### src/rtl/grd_pkg.sv
package grd_pkg;

  // Map geometry and cell storage
  localparam int MAP_WIDTH  = 64;
  localparam int MAP_HEIGHT = 64;
  localparam int CELL_BITS  = 8;
  localparam int MAP_DEPTH  = MAP_WIDTH * MAP_HEIGHT;
  localparam int ADDR_W     = $clog2(MAP_DEPTH);

  // Field widths
  localparam int COORD_W = 6;
  localparam int POS_W   = 22;
  localparam int FRAC_W  = 16;
  localparam int DIST_W  = 32;
  localparam int CODE_W  = 8;

  // First side distance: 23-bit offset times 32-bit delta
  localparam int OFF_W  = POS_W + 1;
  localparam int PROD_W = OFF_W + DIST_W;

  localparam logic [DIST_W-1:0] DIST_MAX = '1;

  // Front-to-back queue
  localparam int QUEUE_DEPTH = 4;
  localparam int QPTR_W      = $clog2(QUEUE_DEPTH);

  typedef enum logic {
    REQ_WRITE = 1'b0,
    REQ_CAST  = 1'b1
  } req_type_e;

  // Raw input transaction
  typedef struct packed {
    logic                req_type;
    logic [COORD_W-1:0]  cell_x;
    logic [COORD_W-1:0]  cell_y;
    logic [CODE_W-1:0]   cell_value;
    logic [POS_W-1:0]    ray_pos_x;
    logic [POS_W-1:0]    ray_pos_y;
    logic [COORD_W-1:0]  start_x;
    logic [COORD_W-1:0]  start_y;
    logic                dir_x_negative;
    logic                dir_y_negative;
    logic [DIST_W-1:0]   delta_x;
    logic [DIST_W-1:0]   delta_y;
  } grd_req_t;

  // Classified item handed from front to back
  typedef struct packed {
    logic                is_cast;
    logic [COORD_W-1:0]  cell_x;
    logic [COORD_W-1:0]  cell_y;
    logic [CELL_BITS-1:0] cell_value;
    logic [COORD_W-1:0]  start_x;
    logic [COORD_W-1:0]  start_y;
    logic                dir_x_neg;
    logic                dir_y_neg;
    logic [DIST_W-1:0]   delta_x;
    logic [DIST_W-1:0]   delta_y;
    logic [DIST_W-1:0]   side_x;
    logic [DIST_W-1:0]   side_y;
  } grd_item_t;

  // Result transaction payload
  typedef struct packed {
    logic [COORD_W-1:0] wall_x;
    logic [COORD_W-1:0] wall_y;
    logic               wall_side;
    logic [DIST_W-1:0]  final_dist_x;
    logic [DIST_W-1:0]  final_dist_y;
    logic [CODE_W-1:0]  wall_code;
    logic               left_map;
  } grd_result_t;

endpackage

### src/rtl/grd_front.sv
module grd_front import grd_pkg::*; (
  input  logic      clk_i,
  input  logic      rst_ni,
  input  logic      in_valid_i,
  output logic      in_stall_o,
  input  grd_req_t  req_i,
  input  logic      q_full_i,
  output logic      q_push_o,
  output grd_item_t q_item_o
);

  // Clamped distance from the origin to the first crossed cell edge
  function automatic logic [OFF_W-1:0] edge_offset(input logic [POS_W-1:0]   pos,
                                                   input logic [COORD_W-1:0] start,
                                                   input logic               neg);
    logic [OFF_W:0] e_lo;
    logic [OFF_W:0] e_hi;
    logic [OFF_W:0] p;
    logic [OFF_W:0] diff;
    e_lo = (OFF_W+1)'(start) << FRAC_W;
    e_hi = e_lo + ((OFF_W+1)'(1) << FRAC_W);
    p    = (OFF_W+1)'(pos);
    diff = neg ? (p - e_lo) : (e_hi - p);
    return diff[OFF_W] ? '0 : diff[OFF_W-1:0];
  endfunction

  function automatic logic [DIST_W-1:0] sat_dist(input logic [PROD_W-1:0] prod);
    return (|prod[PROD_W-1:FRAC_W+DIST_W]) ? DIST_MAX : prod[FRAC_W+DIST_W-1:FRAC_W];
  endfunction

  logic              valid1_q, valid1_d;
  logic              valid2_q, valid2_d;
  grd_req_t          req1_q, req2_q;
  logic [OFF_W-1:0]  offx1_q, offy1_q;
  logic [PROD_W-1:0] prodx2_q, prody2_q;
  logic              adv1, adv2, accept;

  assign adv2       = !valid2_q || !q_full_i;
  assign adv1       = !valid1_q || adv2;
  assign in_stall_o = !adv1;
  assign accept     = in_valid_i && adv1;
  assign q_push_o   = valid2_q && !q_full_i;

  always_comb begin
    valid1_d = valid1_q;
    valid2_d = valid2_q;
    if (adv1) begin
      valid1_d = accept;
    end
    if (adv2) begin
      valid2_d = valid1_q;
    end
  end

  always_ff @(posedge clk_i or negedge rst_ni) begin
    if (!rst_ni) begin
      valid1_q <= 1'b0;
      valid2_q <= 1'b0;
    end else begin
      valid1_q <= valid1_d;
      valid2_q <= valid2_d;
    end
  end

  // Stage 1 edge offsets, stage 2 products
  always_ff @(posedge clk_i) begin
    if (accept) begin
      req1_q  <= req_i;
      offx1_q <= edge_offset(req_i.ray_pos_x, req_i.start_x, req_i.dir_x_negative);
      offy1_q <= edge_offset(req_i.ray_pos_y, req_i.start_y, req_i.dir_y_negative);
    end
    if (adv2 && valid1_q) begin
      req2_q   <= req1_q;
      prodx2_q <= PROD_W'(offx1_q) * PROD_W'(req1_q.delta_x);
      prody2_q <= PROD_W'(offy1_q) * PROD_W'(req1_q.delta_y);
    end
  end

  always_comb begin
    q_item_o.is_cast    = (req2_q.req_type == REQ_CAST);
    q_item_o.cell_x     = req2_q.cell_x;
    q_item_o.cell_y     = req2_q.cell_y;
    q_item_o.cell_value = CELL_BITS'(req2_q.cell_value);
    q_item_o.start_x    = req2_q.start_x;
    q_item_o.start_y    = req2_q.start_y;
    q_item_o.dir_x_neg  = req2_q.dir_x_negative;
    q_item_o.dir_y_neg  = req2_q.dir_y_negative;
    q_item_o.delta_x    = req2_q.delta_x;
    q_item_o.delta_y    = req2_q.delta_y;
    q_item_o.side_x     = sat_dist(prodx2_q);
    q_item_o.side_y     = sat_dist(prody2_q);
  end

endmodule

### config.mk
export PLATFORM = sky130hd
export DESIGN_NAME = grd_front
export DESIGN_NICKNAME = d
export VERILOG_FILES = /design/src/rtl/grd_pkg.sv /design/src/rtl/grd_front.sv
export SDC_FILE = /design/constraint.sdc
export NUM_CORES = 2
export LEC_CHECK = 0
export BUFFER_PORTS_ARGS = -buffer_cell sky130_fd_sc_hd__buf_4
export CAP_MARGIN = 20
export CORE_MARGIN = 10
export CORE_UTILIZATION = 50
export DETAILED_ROUTE_END_ITERATION = 6
export PLACE_DENSITY = 0.69
export SETUP_SLACK_MARGIN = 0.05
export SYNTH_ARGS = -nofsm -noshare
export SYNTH_HDL_FRONTEND = slang
export SYNTH_SLANG_ARGS = --single-unit
### constraint.sdc
create_clock -name clk_i -period 19.74 [get_ports clk_i]
set_input_delay 0.987 -clock clk_i [delete_from_list [all_inputs] [get_ports clk_i]]
set_output_delay 0.987 -clock clk_i [all_outputs]
set_load 0.03 [all_outputs]
Yosys cells after proc, flatten, opt, wreduce, memory -nomap -nowiden
Index checks and enable logic that the tools add are counted.
{"block": "op_classes", "reduce_logical": 11, "n_addsub": 6, "multipliers": 2, "mux": 4}
{"op": "$mul A23 B32 Y55", "count": 2}
{"op": "$mux W32", "count": 2}
{"op": "$mux W24", "count": 2}
{"op": "$sub A23 B22 Y24", "count": 2}
{"op": "$add A22 B17 Y23 const B", "count": 2}
{"op": "$sub A22 B22 Y23", "count": 2}
{"op": "$reduce_or A7 Y1", "count": 2}
{"op": "$logic_not A1 Y1", "count": 4}
{"op": "$logic_and A1 B1 Y1", "count": 3}
{"op": "$logic_or A1 B1 Y1", "count": 2}
{"block": "totals", "register_bits": 356, "output_inout_bits": 165, "elab_cells": 49}

Logic depth before layout (Yosys ltp)
{"block": "depth", "ltp_word": 4, "depth_mapped": 28, "mapped_depth_nobuf": 26}

Worst setup path before layout
Ideal clock, no wire load.
{"block": "synth_timing", "kind": "input port to flip-flop", "start": "input port q_full_i", "end": "register prodx2_q[16] (enable)", "path_slack_ns": 5.052, "arrival_ns": 13.702, "setup_ns": 0.986, "cell_stages": 1, "path_buffers": 0, "path_cell_list": "a21boi_0"}
{"block": "synth_via", "elab_chain_cells": 3}
{"item": "start: declaration", "line": "grd_front.sv:7", "rtl": "input logic q_full_i,"}
{"item": "$logic_not A1 Y1", "line": "grd_front.sv:38", "rtl": "assign adv2 = !valid2_q || !q_full_i;"}
{"item": "$logic_or A1 B1 Y1", "line": "grd_front.sv:38"}
{"item": "$logic_and A1 B1 Y1", "line": "grd_front.sv:72", "rtl": "if (adv2 && valid1_q) begin"}
{"item": "end signal: assignment", "line": "grd_front.sv:74", "rtl": "prodx2_q <= PROD_W'(offx1_q) * PROD_W'(req1_q.delta_x);"}
{"item": "end: declaration", "line": "grd_front.sv:35", "rtl": "logic [PROD_W-1:0] prodx2_q, prody2_q;"}
Every way passes these cells.
A chain may end at the register's enable or synchronous reset.

Worst setup path in the final report
{"block": "layout_timing", "start": "register req1_q[39] in the netlist's numbering", "end": "register prodx2_q[54] (data pin)"}
{"block": "layout_via", "elab_chain_cells": 1}
{"item": "start: declaration", "line": "grd_front.sv:33", "rtl": "grd_req_t req1_q, req2_q;"}
{"item": "start signal: assignment", "line": "grd_front.sv:68", "rtl": "req1_q <= req_i;"}
{"item": "$mul A23 B32 Y55", "line": "grd_front.sv:74"}
Every way passes these cells.

==> impl_metrics.py <==
metrics = {
    "sta": {
        "finalCritPeriodShare": 0.4360,
        "holdWs_ns": 0.1084,
        "fmax_mhz": 116.2,
        "period_needed_ns": 8.607,
        "timing.slew.headroom": 0.1856,
        "setup_ws_ns": 11.13,
        "clock_skew_ns": 0.09140,
        "finalMaxSlewViolations": 0,
        "finalSetupViolations": 0,
        "worst_pin_slew_ns": 1.222,
        "fin_setup_tns_ns": 0,
        "hold_violations": 0,
        "rsz0062_at_grt": "no",
    },
    "synth": {
        "syn_nets": 7685,
        "netlist_instances": 5888,
        "syn_area_um2": 58100,
        "ys_ff_latch": 324,
        "yosysTopAreaCellShare": 0.4328,
        "yosysTopAreaCell": "fa_1",
        "syn_avg_cell_area_um2": 9.867,
        "synth_cell_type_count": 70,
        "synth-edff-count": 322,
        "ys_async_sr_fraction": 0.006173,
        "synth.area.top_cells": "fa_1, edfxtp_1, inv_1, ha_1, and2_1",
        "synth-seq-area-share": 0.1673,
        "yosys_warnings": 0,
        "synth_top_flop_cell": "edfxtp_1",
    },
    "critical_path": {
        "r2r_start": "req1_q[39]",
        "arrival_ns": 9.11,
        "r2r_slack_ns": 11.13,
        "path_cells": "nand2_1 -> fa_1 -> inv_1 -> fa_1 -> inv_1 -> fa_1 -> inv_1 -> fa_1 -> fa_1 -> fa_1 -> inv_1 -> fa_1 -> inv_1 -> ha_1 -> nand4_1 -> nor2_1 -> o21a_1 -> o31a_1 -> o21ai_0 -> a211oi_1 -> o21ai_0 -> a21oi_1 -> o21ai_0 -> a41oi_1",
        "critPathTopFamily": "adder cells",
        "path_common_cell": "fa_1",
        "worstSetupEndpointType": "flop",
        "cp.required_ns": 20.24,
        "cp_max_fo": 24,
        "cpMaxStageDelayCell": "edfxtp_1",
        "path_class": "reg2reg",
        "critPathBufInv": 5,
        "rr_worst_depth": 24,
        "start_kind": "flop",
        "worstReg2RegEnd": "prodx2_q[54]",
        "critical-path-max-stage-delay_ns": 1.09,
    },
    "die": {
        "fp.dieH_um": 360.9,
        "die_w_um": 360.9,
        "dieArea_um2": 130200,
        "io_pins": 312,
        "core.rowCount": 124,
        "core_um2": 114800,
        "start_util": 0.5060,
    },
    "clock_network": {
        "cts_buffers": 44,
        "post_cts_buffers": 0,
        "cts.sinks": 324,
        "cts_hold_repair.buffers": 0,
        "clock-root-buffer": "clkbuf_16",
        "cts_buffer_depth": 3,
        "cts_tree": "yes",
        "path_clk_slew_ns": 0.08,
        "cts-htree-levels": 2,
        "clock_latency_ns": 0.68,
        "cts_resized": 0,
    },
    "routing": {
        "vias": 40520,
        "detail-route-antenna-nets": 0,
        "drt_iter0_drc": 2349,
        "drcViolationCount": 0,
        "dr.pass1.iters": 6,
        "wl_per_cell_um": 20.32,
        "avgViaCountPerCell": 5.327,
        "totalWireLength_mm": 154.5,
    },
    "global_routing": {
        "grt_pass1_vias": 45700,
        "grtUsageTotal": 0.2428,
        "grt_pass1_wl_mm": 249.7,
        "antenna_found_initial": 5,
        "grt_max_degree": 62,
        "overflow": 0,
    },
    "cells_and_area": {
        "drive_gt1_frac": 0.09371,
        "num-nets-final": 7854,
        "fillers": 10090,
        "area_growth_pct": 9.984,
        "final_cell_area_um2": 63900,
    },
    "placed_design": {
        "place_ws_ns": 11.15,
        "dpl.hpwl_mm": 117.6,
        "io_buffers": 311,
        "place_area_um2": 62060,
        "gp_congestion": 0.9026,
    },
    "hold_path": {
        "hold_path.class": "in2async",
    },
    "run_status": {
        "status": "finished, final reports clean",
    },
    "flow_run": {
        "maxCapViolations": 0,
    },
}
==> Yosys cell counts, types with 3 or more instances <==
| library cell | number |
|---|---|
| nand3b_1 | 3 |
| nor3_1 | 24 |
| edfxtp_1 | 322 |
| nand2_1 | 880 |
| o31ai_1 | 5 |
| nor2b_1 | 23 |
| a21boi_0 | 3 |
| a31oi_1 | 7 |
| a21o_2 | 3 |
| nor2_1 | 119 |
| o21ai_1 | 4 |
| o211ai_1 | 11 |
| clkbuf_1 | 282 |
| nand2b_1 | 13 |
| and2_1 | 645 |
| and3_1 | 11 |
| nor4_1 | 5 |
| a21o_1 | 46 |
| o21bai_1 | 15 |
| nand3_1 | 9 |
| o31ai_2 | 3 |
| o21a_1 | 10 |
| or2_2 | 68 |
| mux2i_1 | 7 |
| a41oi_1 | 4 |
| a21oi_1 | 107 |
| a221oi_1 | 4 |
| o21ai_0 | 39 |
| or3_1 | 5 |
| nand4_1 | 28 |
| buf_1 | 4 |
| xnor2_1 | 87 |
| a211oi_1 | 6 |
| xor2_1 | 36 |
| fa_1 | 1256 |
| inv_1 | 1359 |
| ha_1 | 394 |
==> layout by cell type, fill, tap and decap left out, types with 6 or more instances in the layout <==
master / synthesis / final
a211oi_1: 6 / 6
a21o_1: 46 / 46
a21oi_1: 107 / 107
a31oi_1: 7 / 7
and2_1: 645 / 644
and3_1: 11 / 11
buf_16: 0 / 13
buf_4: 0 / 396
bufinv_16: 0 / 9
clkbuf_16: 0 / 44
edfxtp_1: 322 / 322
fa_1: 1256 / 1256
ha_1: 394 / 394
inv_1: 1359 / 1359
mux2i_1: 7 / 7
nand2_1: 880 / 880
nand2b_1: 13 / 13
nand3_1: 9 / 9
nand4_1: 28 / 28
nor2_1: 119 / 119
nor2b_1: 23 / 23
nor3_1: 24 / 24
o211ai_1: 11 / 11
o21a_1: 10 / 10
o21ai_0: 39 / 37
o21ai_1: 4 / 6
o21bai_1: 15 / 15
or2_2: 68 / 68
xnor2_1: 87 / 87
xor2_1: 36 / 36
==> per-stage QoR <==
step	util	instances
after floorplan	-	5888
after global placement	0.5391	7509
after detailed placement	0.5406	7515
after CTS	0.5547	7597
after global routing	0.5566	7607
final	0.5566	7607
==> sequential cells by signal, summed over array words and instances (netlist names) <==
signal and count:
offy1_q 23, req1_q 99, valid2_q 1, offx1_q 23
prody2_q 39, prodx2_q 39, valid1_q 1, q_item_o 99
==> final cells by class <==
class | count | area, um2 | area share
antenna | 2 | 5.005 | 0.00007833
clock buffer | 49 | 1120 | 0.01753
clock inverter | 33 | 503.0 | 0.007872
inverter | 1359 | 5101 | 0.07983
multi-input combinational | 3918 | 42210 | 0.6606
sequential | 324 | 9719 | 0.1521
tap | 1512 | 1892 | 0.02961
timing repair buffer | 410 | 3346 | 0.05236
==> routing by layer <==
metal,track usage,up-vias,share of wire
met4,0.08916,2,0.040
met5,0,-,0.000058
li1,-,17690,-
met3,0.04797,410,0.071
met2,0.4380,1494,0.52
met1,0.2843,20920,0.37
==> worst max path at each step <==
stage,cells after the start,from,endpoint
finish,24,req1_q[39],prodx2_q[54]
global route,24,req1_q[39],prodx2_q[54]
CTS,24,offx1_q[14],prodx2_q[53]
detailed placement,24,offx1_q[14],prodx2_q[53]
global placement,22,offx1_q[2],prodx2_q[53]
floorplan,1,q_full_i,prodx2_q[16]
==> logic make-up (layout without fill, tap and decap cells) <==
| kind of cell | count (synthesis) | after routing | synth area share |
|---|---|---|---|
| simple gates | 1844 | 1844 | 0.1553 |
| fa+ha+maj | 1650 | 1650 | 0.5176 |
| buf+inv | 1646 | 1851 | 0.1064 |
| flops | 324 | 324 | 0.1673 |
| compound gates | 294 | 294 | 0.03360 |
| xor+xnor | 123 | 123 | 0.01854 |
| mux | 7 | 7 | 0.001206 |
| other cells | 0 | 2 | 0 |
Power is not shown: default switching activity piles up to over one toggle a cycle in this logic, so the estimate is an artifact.
