$ cat src/rtl/grd_pkg.sv
package grd_pkg;

  // Map geometry and cell storage
  localparam int MAP_WIDTH  = 64;
  localparam int MAP_HEIGHT = 64;
  localparam int CELL_BITS  = 8;
  localparam int MAP_DEPTH  = MAP_WIDTH * MAP_HEIGHT;
  localparam int ADDR_W     = $clog2(MAP_DEPTH);

  // Field widths
  localparam int COORD_W = 6;
  localparam int POS_W   = 22;
  localparam int FRAC_W  = 16;
  localparam int DIST_W  = 32;
  localparam int CODE_W  = 8;

  // First side distance: 23-bit offset times 32-bit delta
  localparam int OFF_W  = POS_W + 1;
  localparam int PROD_W = OFF_W + DIST_W;

  localparam logic [DIST_W-1:0] DIST_MAX = '1;

  // Front-to-back queue
  localparam int QUEUE_DEPTH = 4;
  localparam int QPTR_W      = $clog2(QUEUE_DEPTH);

  typedef enum logic {
    REQ_WRITE = 1'b0,
    REQ_CAST  = 1'b1
  } req_type_e;

  // Raw input transaction
  typedef struct packed {
    logic                req_type;
    logic [COORD_W-1:0]  cell_x;
    logic [COORD_W-1:0]  cell_y;
    logic [CODE_W-1:0]   cell_value;
    logic [POS_W-1:0]    ray_pos_x;
    logic [POS_W-1:0]    ray_pos_y;
    logic [COORD_W-1:0]  start_x;
    logic [COORD_W-1:0]  start_y;
    logic                dir_x_negative;
    logic                dir_y_negative;
    logic [DIST_W-1:0]   delta_x;
    logic [DIST_W-1:0]   delta_y;
  } grd_req_t;

  // Classified item handed from front to back
  typedef struct packed {
    logic                is_cast;
    logic [COORD_W-1:0]  cell_x;
    logic [COORD_W-1:0]  cell_y;
    logic [CELL_BITS-1:0] cell_value;
    logic [COORD_W-1:0]  start_x;
    logic [COORD_W-1:0]  start_y;
    logic                dir_x_neg;
    logic                dir_y_neg;
    logic [DIST_W-1:0]   delta_x;
    logic [DIST_W-1:0]   delta_y;
    logic [DIST_W-1:0]   side_x;
    logic [DIST_W-1:0]   side_y;
  } grd_item_t;

  // Result transaction payload
  typedef struct packed {
    logic [COORD_W-1:0] wall_x;
    logic [COORD_W-1:0] wall_y;
    logic               wall_side;
    logic [DIST_W-1:0]  final_dist_x;
    logic [DIST_W-1:0]  final_dist_y;
    logic [CODE_W-1:0]  wall_code;
    logic               left_map;
  } grd_result_t;

endpackage

$ cat src/rtl/grd_queue.sv
module grd_queue import grd_pkg::*; (
  input  logic      clk_i,
  input  logic      rst_ni,
  input  logic      push_i,
  input  grd_item_t item_i,
  output logic      full_o,
  input  logic      pop_i,
  output grd_item_t item_o,
  output logic      empty_o
);

  grd_item_t         slot_q [QUEUE_DEPTH];
  logic [QPTR_W-1:0] wr_ptr_q, wr_ptr_d;
  logic [QPTR_W-1:0] rd_ptr_q, rd_ptr_d;
  logic [QPTR_W:0]   count_q, count_d;

  assign full_o  = (count_q == (QPTR_W+1)'(QUEUE_DEPTH));
  assign empty_o = (count_q == '0);
  assign item_o  = slot_q[rd_ptr_q];

  always_comb begin
    wr_ptr_d = wr_ptr_q;
    rd_ptr_d = rd_ptr_q;
    count_d  = count_q;
    if (push_i) begin
      wr_ptr_d = wr_ptr_q + 1'b1;
    end
    if (pop_i) begin
      rd_ptr_d = rd_ptr_q + 1'b1;
    end
    if (push_i && !pop_i) begin
      count_d = count_q + 1'b1;
    end else if (pop_i && !push_i) begin
      count_d = count_q - 1'b1;
    end
  end

  always_ff @(posedge clk_i or negedge rst_ni) begin
    if (!rst_ni) begin
      wr_ptr_q <= '0;
      rd_ptr_q <= '0;
      count_q  <= '0;
    end else begin
      wr_ptr_q <= wr_ptr_d;
      rd_ptr_q <= rd_ptr_d;
      count_q  <= count_d;
    end
  end

  always_ff @(posedge clk_i) begin
    if (push_i) begin
      slot_q[wr_ptr_q] <= item_i;
    end
  end

endmodule

$ cat config.mk
export PLATFORM = sky130hd
export DESIGN_NAME = grd_queue
export DESIGN_NICKNAME = d
export VERILOG_FILES = /design/src/rtl/grd_pkg.sv /design/src/rtl/grd_queue.sv
export SDC_FILE = /design/constraint.sdc
export NUM_CORES = 1
export LEC_CHECK = 0
export ABC_AREA = 1
export BUFFER_PORTS_ARGS = -buffer_cell sky130_fd_sc_hd__buf_2
export CAP_MARGIN = 20
export CORE_MARGIN = 4
export CORE_UTILIZATION = 60
export CTS_CLUSTER_DIAMETER = 120
export DETAILED_ROUTE_END_ITERATION = 12
export PLACE_DENSITY = 0.8
export SLEW_MARGIN = 20
export SYNTH_ARGS = -nofsm -noshare
export SYNTH_HDL_FRONTEND = slang
export SYNTH_SLANG_ARGS = --single-unit
$ cat constraint.sdc
create_clock -name clk_i -period 13.1 [get_ports clk_i]
set_input_delay 1.31 -clock clk_i [delete_from_list [all_inputs] [get_ports clk_i]]
set_output_delay 1.31 -clock clk_i [all_outputs]
set_load 0.005 [all_outputs]
## Word-level counts from Yosys, hierarchy flattened

Memory sizes are Yosys's and may differ from the RTL's.
Cells that the tools add are included.

- Add/subtract/negate cells: 4
- Bitwise operators: 0
- Multipliers: 0
- Eq/ne operators: 1
- Div/mod/pow operators: 0
- $lt $le $gt $ge: 0
- Reductions and logical operators: 6
- Shift operators: 0
- Mux-type cells: 4

Operators with widths:

| kind | number |
|---|---|
| 3-bit 2-to-1 mux | 2 |
| 2-bit by 1-bit adder with 2-bit output (second input constant) | 2 |
| 3-bit by 1-bit adder with 3-bit output (second input constant) | 1 |
| 3-bit == test (second input constant) | 1 |
| 3-bit zero test | 1 |
| 3-bit by 1-bit subtractor with 3-bit output (second input constant) | 1 |
| 1-bit logical AND | 2 |
| 1-bit zero test | 2 |
| 1-bit 2-to-1 mux | 2 |
| 2-bit nonzero test | 1 |

- Memories kept: 1
- RAM bits: 652
- ROM bits: 0
- Output and inout bits: 165
- Word-level logic and storage cells: 19
- Latch bits: 0
- Input bits: 167
- Register bits after elaboration: 7

Memory list:

| name | words | width | rd ports | clocked after Yosys merged registers in | wr ports | line | RTL |
|---|---|---|---|---|---|---|---|
| slot_q | 4 | 163 | 1 | 0 | 1 | grd_queue.sv:12 | `grd_item_t slot_q [QUEUE_DEPTH];` |

## Longest topological paths before layout

Gate-level depths: netlist (run 1).

- Word-level depth: 4
- Mapped depth: 9
- Gate-level depth less buffers: 9

## Worst setup path after synthesis (run 1)

OpenSTA, ideal clock, no wires.

- Path type: in2reg
- Start point: input port push_i
- End point: memory slot_q[0][0] (netlist bit) (enable)
- Slack: 7.832 ns
- Stages: 3
- Required time: 12.584 ns
- Arrival: 4.752 ns
- Cell sequence: clkbuf_1 -> nand2_1 -> inv_1

- Cells in the longest elaborated chain, start to end: 2

Ends and longest elaborated chain:

| element | line | RTL |
|---|---|---|
| from (decl) | grd_queue.sv:4 | `input logic push_i,` |
| 1-bit 2-to-1 mux | grd_queue.sv:51 | `if (push_i) begin` |
| 1-bit 2-to-1 mux (implied by the code) | grd_queue.sv:52 | `slot_q[wr_ptr_q] <= item_i;` |
| to (decl) | grd_queue.sv:12 |  |

Every way passes these cells.

==> results of run 1 <==
[sequential cells by signal, summed over array words and instances, names as in the netlist]
name / flops
rd_ptr_q: 2
count_q: 3
slot_q: 652
wr_ptr_q: 2
[final timing paths]
path,end,slack (ns),cells after the start
min in group asynchronous,count_q[0],0.56,1
worst min register to register,count_q[2],0.51,2
worst min-delay path,count_q[2],0.51,2
max in group asynchronous,rd_ptr_q[1],12.36,1
worst max-delay path,item_o[26],8.34,5
worst max register to register,slot_q[3][109],10.03,5
[worst max-delay path: stages (launching register included)]
cell and delay (ns):
dfrtp_4 0.75, inv_8 0.83, buf_4 0.76, o211ai_2 0.20, nand2_1 0.11, buf_2 0.12
[layout by cell type (no fill, tap or decap)]
cell type	n
dfrtp_1	5
xnor2_1	1
clkinv_1	16
nor3_1	2
bufinv_16	2
o211ai_2	99
inv_6	6
nand2_1	502
xor2_1	3
inv_8	1
clkinv_4	1
ha_1	5
o211ai_1	227
edfxtp_1	652
buf_12	2
nand3_1	1
clkbuf_1	14
clkinv_2	9
inv_1	333
diode_2	11
nand4_1	1
buf_2	331
clkinvlp_4	1
clkbuf_16	69
o21ai_0	1
dfrtp_4	2
fa_1	1
buf_4	12
[stage by stage]
step	setup slack (ns)	total power, W	util, %
2_1_floorplan	7.83	0.00441	-
3_3_place_gp	8.98	0.00511	65.7
3_5_place_dp	8.92	0.00517	65.7
4_1_cts	8.28	0.00693	70.2
5_1_grt	8.15	0.00726	70.3
6_report	8.34	0.00686	70.3
[final cells by class]
cell class / count / share of cell area [%]
clock buffers: 83 / 5.82
diodes: 11 / 0.0901
inverters: 338 / 4.24
repair buffers: 345 / 5.85
clock inverters: 31 / 0.651
flip-flops and latches: 659 / 64.7
multi-input cells: 843 / 16.3
well taps: 585 / 2.40
[where the power goes]
part	switching, W	leakage [nW]	total, W	internal (W)
Clock	0.000737	0.969	0.00174	0.000999
Sequential	0.000169	6.07	0.00293	0.00276
Combinational	0.00144	5.24	0.00219	0.000751
[routing by layer]
metal  vias up  wire [µm]  global-route usage [%]
li1       7425          -                       -
met5         -        236                       0
met4        34       1670                    7.65
met3       142       5350                    7.94
met2       571      27300                    38.3
met1      7562      21400                    29.1
[logic make-up after synthesis]
family | Yosys count | synth area share (%)
xor+xnor | 4 | 0.132
fa+ha+maj | 6 | 0.310
flops | 659 | 74.2
buf+inv | 448 | 7.11
simple gates | 506 | 7.16
compound gates | 327 | 11.1
[Yosys cell counts, types with 2 or more instances]
cell type	number
edfxtp_1	652
nand2_1	502
inv_1	338
o211ai_1	227
o211ai_2	99
buf_2	75
buf_6	12
clkbuf_1	10
buf_4	7
dfrtp_1	7
buf_1	6
ha_1	5
xor2_1	3
nor3_1	2
==> reports/results.tsv, run 1 <==
stage	metric	value	unit
status	result of the run	finished, final reports clean	
place	instance area at placement	0.0285	mm²
logic_synthesis	fraction of registers with async set or reset after synthesis	1.06	%
place	placed wire-length estimate	32.6	mm
pwr	power density over cell area	224	mW/mm²
floorplanning	Die Ht	219	µm
pwr	maximum vdd drop	0.000209	V
detailed_routing	DRC Markers	0	
place	Port Buffers	331	
logic_synthesis	synthesized netlist net count	2123	
logic_synthesis	number of flops mapped to enable cells by yosys	652	
floorplanning	Initial Util	61.2	%
floorplanning	Cell Rows	76	
logic_synthesis	average cell area after synthesis	13.6	µm²
clock_tree	number of buffers created by CTS	67	
clock_tree	maximum level of the CTS H-tree	3	
detailed_routing	drt wl/cell	19.3	µm
detailed_routing	final routed wirelength across all metal layers	56.0	mm
detailed_routing	routed vias/inst	5.43	
logic_synthesis	Synth Instances	1950	
clock_tree	cts hold-fix bufs	0	
timing	Worst slew margin	25.3	%
clock_tree	maximum buffer depth of the clock tree	3	
final_layout	synthesis-to-layout area growth	14.8	%
global_route	GRT Total Usage	23.2	%
clock_tree	Skew-Pair Late Insertion Delay	0.57	ns
clock_tree	clock tree from TritonCTS	done	
floorplanning	die footprint	0.0478	mm²
worst_setup_path	required time of the worst setup path	11.79	ns
logic_synthesis	ys flop type	edfxtp_1	
min_path	Min-Delay Path Class	reg -> reg	
logic_synthesis	sequential area share after synthesis	74.2	%
final_layout	fill cell count	2828	
floorplanning	Core Area	0.0435	mm²
clock_tree	buffers inserted by post-CTS timing repair	0	
logic_synthesis	post-synthesis instance area	0.0266	mm²
timing	count of endpoints failing setup in the final report	0	
global_route	vias in the first global route	15805	
worst_setup_path	Worst Path Class, Setup	reg -> out	
final_layout	post-route cell area	0.0306	mm²
global_route	global-route wire length before repair	85.8	mm
final_layout	non-filler cells, final	2895	
clock_tree	register clock-pin slew on the reported worst setup and hold paths	0.06	ns
place	final weighted congestion in routability-driven placement	0.796	
timing	setup TNS after final layout	0	ns
timing	unrepaired setup endpoints after global routing	false	
pwr	reported leakage power	12.3	nW
logic_synthesis	largest cells by area after synthesis	edfxtp_1 74%, nand2_1 7.1%, o211ai_1 6.4%	
detailed_routing	count of vias placed by the detailed router	15734	
flow_run	maxcap violations	0	
detailed_routing	count of antenna-violating nets left after detailed routing	0	
floorplanning	io pins	332	
clock_tree	Root Buffer	clkbuf_16	
place	placed cell count	2770	
final_layout	area taken by flip-flops and latches	0.0198	mm²
global_route	largest net degree at the start of global routing	263	
final_layout	share of final-layout standard cells stronger than drive strength 1	23.3	%
worst_setup_path	launching element type of the critical path	register	
detailed_routing	number of optimization iterations in the first detailed-route pass	5	
timing	f_max	210	MHz
timing	final critical path time including I/O delays and setup	4.76	ns
global_route	remaining global-route overflow	0	
final_layout	footprint of the multi-input gates	0.00497	mm²
worst_setup_path	start point of the critical path	rd_ptr_q[1]	
worst_setup_path	reg-to-reg startpoint	wr_ptr_q[0]	
logic_synthesis	area share of the largest cell type after synthesis	73.6	%
worst_setup_path	kind of capture point of the worst setup path	output port	
timing	max-slew violation total from the final report	0	
global_route	antenna violations before repair	22	
timing	period utilization	36.3	%
floorplanning	width of the chip	219	µm
worst_setup_path	Crit Path Max Fanout	116	
timing	maximum clock skew at final layout	0.0192	ns
logic_synthesis	area leader, netlist	edfxtp_1	
detailed_routing	DRC violation total after the first TritonRoute iteration	1491	
timing	slew at the pin closest to its max-slew limit	1.12	ns
logic_synthesis	count of warnings emitted by yosys	0	
clock_tree	Num Clock Sinks	659	
logic_synthesis	Synth Register Bits	659	
min_path	Hold Crit Start	count_q[2]	
timing	worst hold slack across all endpoints	0.513	ns
worst_setup_path	Worst EP arrival	3.45	ns
final_layout	Nets	2427	
clock_tree	total of cells resized after clock tree synthesis	0	
logic_synthesis	post-synth cell types	19	
timing	final number of hold-violating endpoints	0	
Power figures use the tool's default switching activity.
==> run 2, diff against run 1 <==
--- a/config.mk
+++ b/config.mk
@@ -5,14 +5,14 @@
 export SDC_FILE = /design/constraint.sdc
 export NUM_CORES = 1
 export LEC_CHECK = 0
-export ABC_AREA = 1
+export ABC_AREA = 0
 export BUFFER_PORTS_ARGS = -buffer_cell sky130_fd_sc_hd__buf_2
 export CAP_MARGIN = 20
 export CORE_MARGIN = 4
-export CORE_UTILIZATION = 60
+export CORE_UTILIZATION = 51
 export CTS_CLUSTER_DIAMETER = 120
 export DETAILED_ROUTE_END_ITERATION = 12
-export PLACE_DENSITY = 0.8
+export PLACE_DENSITY = 0.73
 export SLEW_MARGIN = 20
 export SYNTH_ARGS = -nofsm -noshare
 export SYNTH_HDL_FRONTEND = slang
==> constraint.sdc (replaced) <==
create_clock -name clk_i -period 4.1 [get_ports clk_i]
set_input_delay 0.41 -clock clk_i [delete_from_list [all_inputs] [get_ports clk_i]]
set_output_delay 0.41 -clock clk_i [all_outputs]
set_load 0.005 [all_outputs]
==> reports/results.tsv, run 2 <==
stage	metric	value	unit	change
status	result of the run	finished, final reports clean		unchanged
final_layout	max reg flops	652		unchanged
clock_tree	Root Buffer	clkbuf_16		unchanged
logic_synthesis	commonest cells in the netlist	652 x edfxtp_1, 163 x mux4_2, 16 x buf_2		was 652 x edfxtp_1, 502 x nand2_1, 338 x inv_1
floorplanning	Core Area	0.0466	mm²	was 0.0435 mm²
place	Worst Setup Slack post-DPL	1.49	ns	was 8.92 ns
final_layout	most flop-heavy register	slot_q		unchanged
clock_tree	register clock-pin slew on the reported worst setup and hold paths	0.06	ns	about the same
worst_setup_path	reg-to-reg startpoint	wr_ptr_q[0]		unchanged
logic_synthesis	count of warnings emitted by yosys	0		unchanged
logic_synthesis	post-synthesis instance area	0.0240	mm²	was 0.0266 mm²
pwr	total power after layout	0.0205	W	was 0.00686 W
worst_setup_path	FF-to-FF path depth	4		was 5
timing	unrepaired setup endpoints after global routing	false		unchanged
final_layout	Nets	1498		was 2427
pwr	power density over cell area	707	mW/mm²	was 224 mW/mm²
timing	final critical path time including I/O delays and setup	3.10	ns	
logic_synthesis	area leader, netlist	edfxtp_1		unchanged
logic_synthesis	sequential area share after synthesis	82.2	%	was 74.2%
clock_tree	Skew-Pair Late Insertion Delay	0.58	ns	was 0.57 ns
min_path	Min-Delay Path Class	in -> reg		was reg -> reg
logic_synthesis	average cell area after synthesis	27.1	µm²	was 13.6 µm²
pwr	reported leakage power	9.96	nW	was 12.3 nW
timing	slew at the pin closest to its max-slew limit	0.979	ns	was 1.12 ns
global_route	largest net degree at the start of global routing	64		was 263
global_route	antenna violations before repair	9		was 22
detailed_routing	DRC Markers	0		unchanged
clock_tree	clock tree from TritonCTS	done		unchanged
min_path	WHS Path Cells	1		was 2
clock_tree	number of buffers created by CTS	66		was 67
logic_synthesis	Synth Instances	886		was 1950
detailed_routing	DRC violation total after the first TritonRoute iteration	851		was 1491
timing	setup TNS after final layout	0	ns	unchanged
worst_setup_path	register-to-register setup slack	1.88	ns	was 10.03 ns
worst_setup_path	kind of capture point of the worst setup path	output port		unchanged
min_path	Hold Crit Start	item_i[20]		was count_q[2]
final_layout	share of final-layout standard cells stronger than drive strength 1	45.1	%	was 23.3%
logic_synthesis	synthesized netlist net count	1059		was 2123
logic_synthesis	top-count cell post-synth	edfxtp_1		unchanged
place	placed wire-length estimate	28.1	mm	was 32.6 mm
final_layout	synthesis-to-layout area growth	21.0	%	was 14.8%
global_route	GRT Total Usage	18.8	%	was 23.2%
logic_synthesis	area share of the largest cell type after synthesis	81.5	%	was 73.6%
final_layout	biggest registers after layout	slot_q: 652 flops, count_q: 3 flops		unchanged
final_layout	commonest cells after routing, fill and taps aside	652 x edfxtp_1, 331 x buf_2, 163 x mux4_2		was 652 x edfxtp_1, 502 x nand2_1, 333 x inv_1
detailed_routing	final routed wirelength across all metal layers	47.1	mm	was 56.0 mm
timing	count of endpoints failing setup in the final report	0		unchanged
timing	maximum clock skew at final layout	0.0103	ns	was 0.0192 ns
worst_setup_path	start point of the critical path	rd_ptr_q[0]		was rd_ptr_q[1]
pwr	maximum vdd drop	0.000466	V	was 0.000209 V
clock_tree	maximum buffer depth of the clock tree	3		unchanged
place	Port Buffers	331		unchanged
timing	final number of hold-violating endpoints	0		unchanged
detailed_routing	count of vias placed by the detailed router	10833		was 15734
worst_setup_path	launching element type of the critical path	register		unchanged
min_path	end of the worst hold path	slot_q[2][20]		was count_q[2]
floorplanning	io pins	332		unchanged
detailed_routing	drt wl/cell	23.8	µm	was 19.3 µm
global_route	vias in the first global route	11778		was 15805
global_route	global-route wire length before repair	71.4	mm	was 85.8 mm
timing	f_max	323	MHz	
floorplanning	width of the chip	225	µm	was 219 µm
final_layout	footprint of the multi-input gates	0.00388	mm²	was 0.00497 mm²
floorplanning	Initial Util	51.6	%	was 61.2%
final_layout	area taken by flip-flops and latches	0.0198	mm²	unchanged
timing	max-slew violation total from the final report	0		unchanged
worst_setup_path	Crit Path Max Fanout	39		was 116
timing	final critical-path setup slack	1.00	ns	was 8.34 ns
timing	Worst slew margin	34.7	%	was 25.3%
worst_setup_path	Worst Path Class, Setup	reg -> out		unchanged
floorplanning	die footprint	0.0507	mm²	was 0.0478 mm²
place	final weighted congestion in routability-driven placement	0.722		was 0.796
logic_synthesis	largest cells by area after synthesis	edfxtp_1 81%, mux4_2 15%, buf_12 0.92%		was edfxtp_1 74%, nand2_1 7.1%, o211ai_1 6.4%
final_layout	fill cell count	3109		was 2828
worst_setup_path	Worst EP arrival	2.69	ns	was 3.45 ns
worst_setup_path	end of the worst register-to-register path	slot_q[0][87]		was slot_q[3][109]
clock_tree	maximum level of the CTS H-tree	3		unchanged
detailed_routing	count of antenna-violating nets left after detailed routing	0		unchanged
logic_synthesis	Synth Register Bits	659		unchanged
global_route	remaining global-route overflow	0		unchanged
final_layout	post-layout util	62.4	%	was 70.3%
detailed_routing	routed vias/inst	5.46		was 5.43
flow_run	maxcap violations	0		unchanged
logic_synthesis	fraction of registers with async set or reset after synthesis	1.06	%	unchanged
final_layout	leading cell type in the layout, fill and taps excluded	edfxtp_1		unchanged
detailed_routing	number of optimization iterations in the first detailed-route pass	7		was 5
floorplanning	Die Ht	225	µm	was 219 µm
logic_synthesis	ys flop type	edfxtp_1		unchanged
floorplanning	Cell Rows	79		was 76
timing	period utilization	75.5	%	
worst_setup_path	required time of the worst setup path	3.69	ns	was 11.79 ns
logic_synthesis	post-synth cell types	20		was 19
logic_synthesis	number of flops mapped to enable cells by yosys	652		unchanged
clock_tree	Num Clock Sinks	659		unchanged
## run 2: changes by cell type after synthesis, sizes merged, moves of 8 or more
cell    before  now
buf        100   35
clkbuf      10    2
inv        338    4
mux4         0  163
nand2      502    2
o211ai     326    0
## run 2: cell families after synthesis
family / Yosys count / share of synthesized area (%)
compound gates: 1 / 0.0208
xor+xnor: 6 / 0.219
fa+ha+maj: 6 / 0.344
buf+inv: 41 / 1.70
flops: 659 / 82.2
mux: 164 / 15.3
simple gates: 9 / 0.203
## run 2: critical path, stage by stage (launching register included)
cell and delay [ns]:
dfrtp_4 1.01, buf_12 0.34, mux4_2 0.56, buf_2 0.16
## run 2: worst max path at each step
| stage | to | slack (ns) | cells after the start |
|---|---|---|---|
| 6_report | item_o[97] | 1.00 | 3 |
| 5_1_grt | item_o[0] | 0.78 | 3 |
| 4_1_cts | item_o[159] | 0.84 | 3 |
| 3_5_place_dp | item_o[159] | 1.49 | 3 |
| 3_3_place_gp | item_o[159] | 1.51 | 3 |
| 2_1_floorplan | slot_q[2][0] | 1.04 | 3 |
## run 2: what timing repair did
item / in CTS / in global routing
gates resized for setup: 0 / 0
endpoints found under the hold margin: 187 / 0
hold buffers: 50 / 0
setup buffers: 0 / 0
setup endpoints to repair: 0 / 0
## run 2: cell type report
type / count / area share, %
well taps: 607 / 2.61
clock inverters: 25 / 0.899
diodes: 2 / 0.0172
clock buffers: 92 / 6.38
inverters: 4 / 0.0516
flip-flops and latches: 659 / 68.0
multi-input cells: 186 / 13.3
repair buffers: 408 / 8.72
## run 2: power by group
group | switching (W) | internal (W)
clock network | 0.00236 | 0.00348
logic | 0.00266 | 0.00274
registers | 0.000504 | 0.00880
## run 2: stage by stage
stage / instance area [µm²] / hold slack, ns / std cells
3_3_place_gp: 26500 / 0.257 / 1814
2_1_floorplan: 24000 / 0.114 / 886
4_1_cts: 29100 / 0.000109 / 1981
3_5_place_dp: 26500 / 0.258 / 1814
6_report: 29100 / 0.0456 / 1983
5_1_grt: 29100 / 0.0184 / 1981
## run 2: layer usage
layer	part of all wire, %	global-route usage (%)
met1	39	24.9
met2	51	30.3
met3	8.6	6.29
met4	1.7	5.34
met5	0.22	0
==> run 3, diff against run 2 <==
==> constraint.sdc (replaced) <==
create_clock -name clk_i -period 2.75 [get_ports clk_i]
set_input_delay 0.275 -clock clk_i [delete_from_list [all_inputs] [get_ports clk_i]]
set_output_delay 0.275 -clock clk_i [all_outputs]
set_load 0.005 [all_outputs]
==> reports/results.tsv, run 3 (synthesis results as in run 2) <==
stage	metric	value	unit	change
place	instance area at placement	0.0265	mm²	about the same
floorplanning	Die Ht	225	µm	unchanged
worst_setup_path	launching element type of the critical path	register		unchanged
pwr	maximum vdd drop	0.000736	V	was 0.000466 V
global_route	largest net degree at the start of global routing	97		was 64
global_route	remaining global-route overflow	0		unchanged
flow_run	maxcap violations	0		unchanged
timing	unrepaired setup endpoints after global routing	false		unchanged
pwr	logic gate share of total power	28.0	%	was 26.3%
timing	count of endpoints failing setup in the final report	0		unchanged
timing	maximum clock skew at final layout	0.0170	ns	was 0.0103 ns
worst_setup_path	largest delay contributor family on the critical path	buffers and inverters		was flip-flops
global_route	GRT Total Usage	19.1	%	was 18.8%
global_route	antenna violations before repair	8		was 9
clock_tree	maximum level of the CTS H-tree	3		unchanged
place	placed cell count	1814		unchanged
worst_setup_path	Worst EP arrival	2.29	ns	was 2.69 ns
clock_tree	Root Buffer	clkbuf_16		unchanged
pwr	net load switching power	0.00837	W	was 0.00552 W
timing	f_max	389	MHz	
clock_tree	register clock-pin slew on the reported worst setup and hold paths	0.06	ns	about the same
pwr	Reg power frac	44.2	%	was 45.3%
floorplanning	Cell Rows	79		unchanged
pwr	Pint	0.0225	W	was 0.0150 W
global_route	vias in the first global route	12307		was 11778
pwr	Switching Fraction	27.1	%	was 26.9%
floorplanning	die footprint	0.0507	mm²	unchanged
pwr	reported leakage power	10.5	nW	was 9.96 nW
detailed_routing	count of antenna-violating nets left after detailed routing	0		unchanged
timing	final critical path time including I/O delays and setup	2.57	ns	
detailed_routing	DRC violation total after the first TritonRoute iteration	858		was 851
worst_setup_path	Buf/Inv on CP	3		was 2
floorplanning	width of the chip	225	µm	unchanged
timing	setup TNS after final layout	0	ns	unchanged
detailed_routing	final routed wirelength across all metal layers	48.2	mm	was 47.1 mm
final_layout	post-layout util	65.1	%	was 62.4%
timing	period utilization	93.4	%	
final_layout	leading cell type in the layout, fill and taps excluded	edfxtp_1		unchanged
clock_tree	Num Clock Sinks	659		unchanged
final_layout	commonest cells after routing, fill and taps aside	652 x edfxtp_1, 331 x buf_2, 166 x dlygate4sd3_1		was 652 x edfxtp_1, 331 x buf_2, 163 x mux4_2
floorplanning	Initial Util	51.6	%	unchanged
worst_setup_path	Worst Path Class, Setup	reg -> out		unchanged
min_path	Min-Delay Path Class	in -> async		was in -> reg
detailed_routing	count of vias placed by the detailed router	11472		was 10833
final_layout	share of final-layout standard cells stronger than drive strength 1	41.7	%	was 45.1%
clock_tree	maximum buffer depth of the clock tree	3		unchanged
place	final weighted congestion in routability-driven placement	0.713		was 0.722
timing	max-slew violation total from the final report	0		unchanged
worst_setup_path	reg-to-reg startpoint	wr_ptr_q[0]		unchanged
timing	slew at the pin closest to its max-slew limit	0.646	ns	was 0.979 ns
final_layout	biggest registers after layout	slot_q: 652 flops, count_q: 3 flops		unchanged
final_layout	max reg flops	652		unchanged
place	Port Buffers	331		unchanged
final_layout	post-route cell area	0.0303	mm²	was 0.0291 mm²
status	result of the run	finished, final reports clean		unchanged
worst_setup_path	Critical Path Max Stage Delay	0.55	ns	was 1.01 ns
timing	Worst slew margin	56.9	%	was 34.7%
final_layout	fill cell count	2955		was 3109
worst_setup_path	register-to-register setup slack	0.92	ns	was 1.88 ns
clock_tree	Skew-Pair Late Insertion Delay	0.59	ns	was 0.58 ns
detailed_routing	routed vias/inst	5.43		was 5.46
worst_setup_path	Crit Path Max Fanout	18		was 39
final_layout	synthesis-to-layout area growth	26.1	%	was 21.0%
final_layout	Nets	1623		was 1498
global_route	global-route wire length before repair	73.2	mm	was 71.4 mm
detailed_routing	DRC Markers	0		unchanged
worst_setup_path	kind of capture point of the worst setup path	output port		unchanged
detailed_routing	drt wl/cell	22.8	µm	was 23.8 µm
worst_setup_path	required time of the worst setup path	2.48	ns	was 3.69 ns
clock_tree	clock tree from TritonCTS	done		unchanged
pwr	power density over cell area	1020	mW/mm²	was 707 mW/mm²
worst_setup_path	cell with the biggest individual delay on the critical path	dfrtp_4		unchanged
floorplanning	Core Area	0.0466	mm²	unchanged
place	placed wire-length estimate	27.5	mm	was 28.1 mm
detailed_routing	number of optimization iterations in the first detailed-route pass	5		was 7
floorplanning	io pins	332		unchanged
final_layout	non-filler cells, final	2111		was 1983
timing	final number of hold-violating endpoints	0		unchanged
worst_setup_path	critical path, cell by cell	buf_12 -> buf_12 -> mux4_2 -> buf_2		was buf_12 -> mux4_2 -> buf_2
final_layout	most flop-heavy register	slot_q		unchanged
worst_setup_path	Most common cell on crit path	buf_12		
pwr	Clk network pwr share	27.8	%	was 28.4%
worst_setup_path	start point of the critical path	rd_ptr_q[0]		unchanged
clock_tree	number of buffers created by CTS	67		was 66
run 3: changes by cell type in the layout (fill, tap and decap cells not counted), sizes merged, moves of 4 or more:
cell	previous run	this run
buf	358	366
clkinv	17	23
diode	2	6
clkbuf	92	82
inv	5	10
dlygate4sd3	50	166
run 3: per-stage QoR:
step / total power [W] / setup WS [ns] / hold WS [ns]
3_3_place_gp: 0.0222 / 0.669 / 0.126
4_1_cts: 0.0312 / 0.0155 / 0.0149
3_5_place_dp: 0.0223 / 0.660 / 0.128
5_1_grt: 0.0323 / 0.0517 / 0.0643
2_1_floorplan: 0.0190 / 0.541 / -0.0206
6_report: 0.0308 / 0.180 / 0.0892
run 3: layer usage:
metal / up-vias / wire, µm / global-route usage [%]
li1: 4992 / - / -
met1: 5977 / 18800 / 25.2
met2: 395 / 24200 / 30.8
met3: 104 / 3840 / 6.19
met4: 4 / 1390 / 6.01
met5: - / 18 / 0
run 3: layout make-up:
type | count | area (µm²) | share of cell area (%)
Antenna cell | 6 | 15.0 | 0.0495
Clock buffer | 82 | 1750 | 5.79
Clock inverter | 35 | 323 | 1.06
Inverter | 4 | 15.0 | 0.0495
Multi-Input combinational cell | 186 | 3880 | 12.8
Sequential cell | 659 | 19800 | 65.2
Tap cell | 607 | 759 | 2.50
Timing Repair Buffer | 532 | 3810 | 12.6
run 3: timing repair:
action	CTS	global route
endpoints found under the setup margin	10	44
resized for setup	1	0
buffers inserted	0	8
hold buffers	166	0
endpoints found under the hold margin	662	0
run 3: path summary, 6_finish.rpt:
| check | to | cells after the start |
|---|---|---|
| worst max-delay path | item_o[27] | 4 |
| worst min-delay path | count_q[2] | 2 |
| worst max register to register | slot_q[0][127] | 4 |
| worst min register to register | count_q[2] | 1 |
| max in group asynchronous | rd_ptr_q[1] | 2 |
| min in group clk_i | slot_q[0][130] | 2 |
run 3: worst register-to-register path: cells and delay by family (launching register included):
family                     cells  cell delay [ns]
buffers and inverters          2             0.46
DFF                            1             0.43
and+or+nand+nor                1             0.43
adders and majority gates      1             0.14
run 3: power groups by stage:
stage	sequential, W	clock (W)	combinational (W)
after global placement	0.0137	0	0.00847
after CTS	0.0137	0.00880	0.00875
final	0.0136	0.00858	0.00862
after detailed placement	0.0138	0	0.00848
after floorplan	0.0136	0	0.00535
after global routing	0.0138	0.00923	0.00931
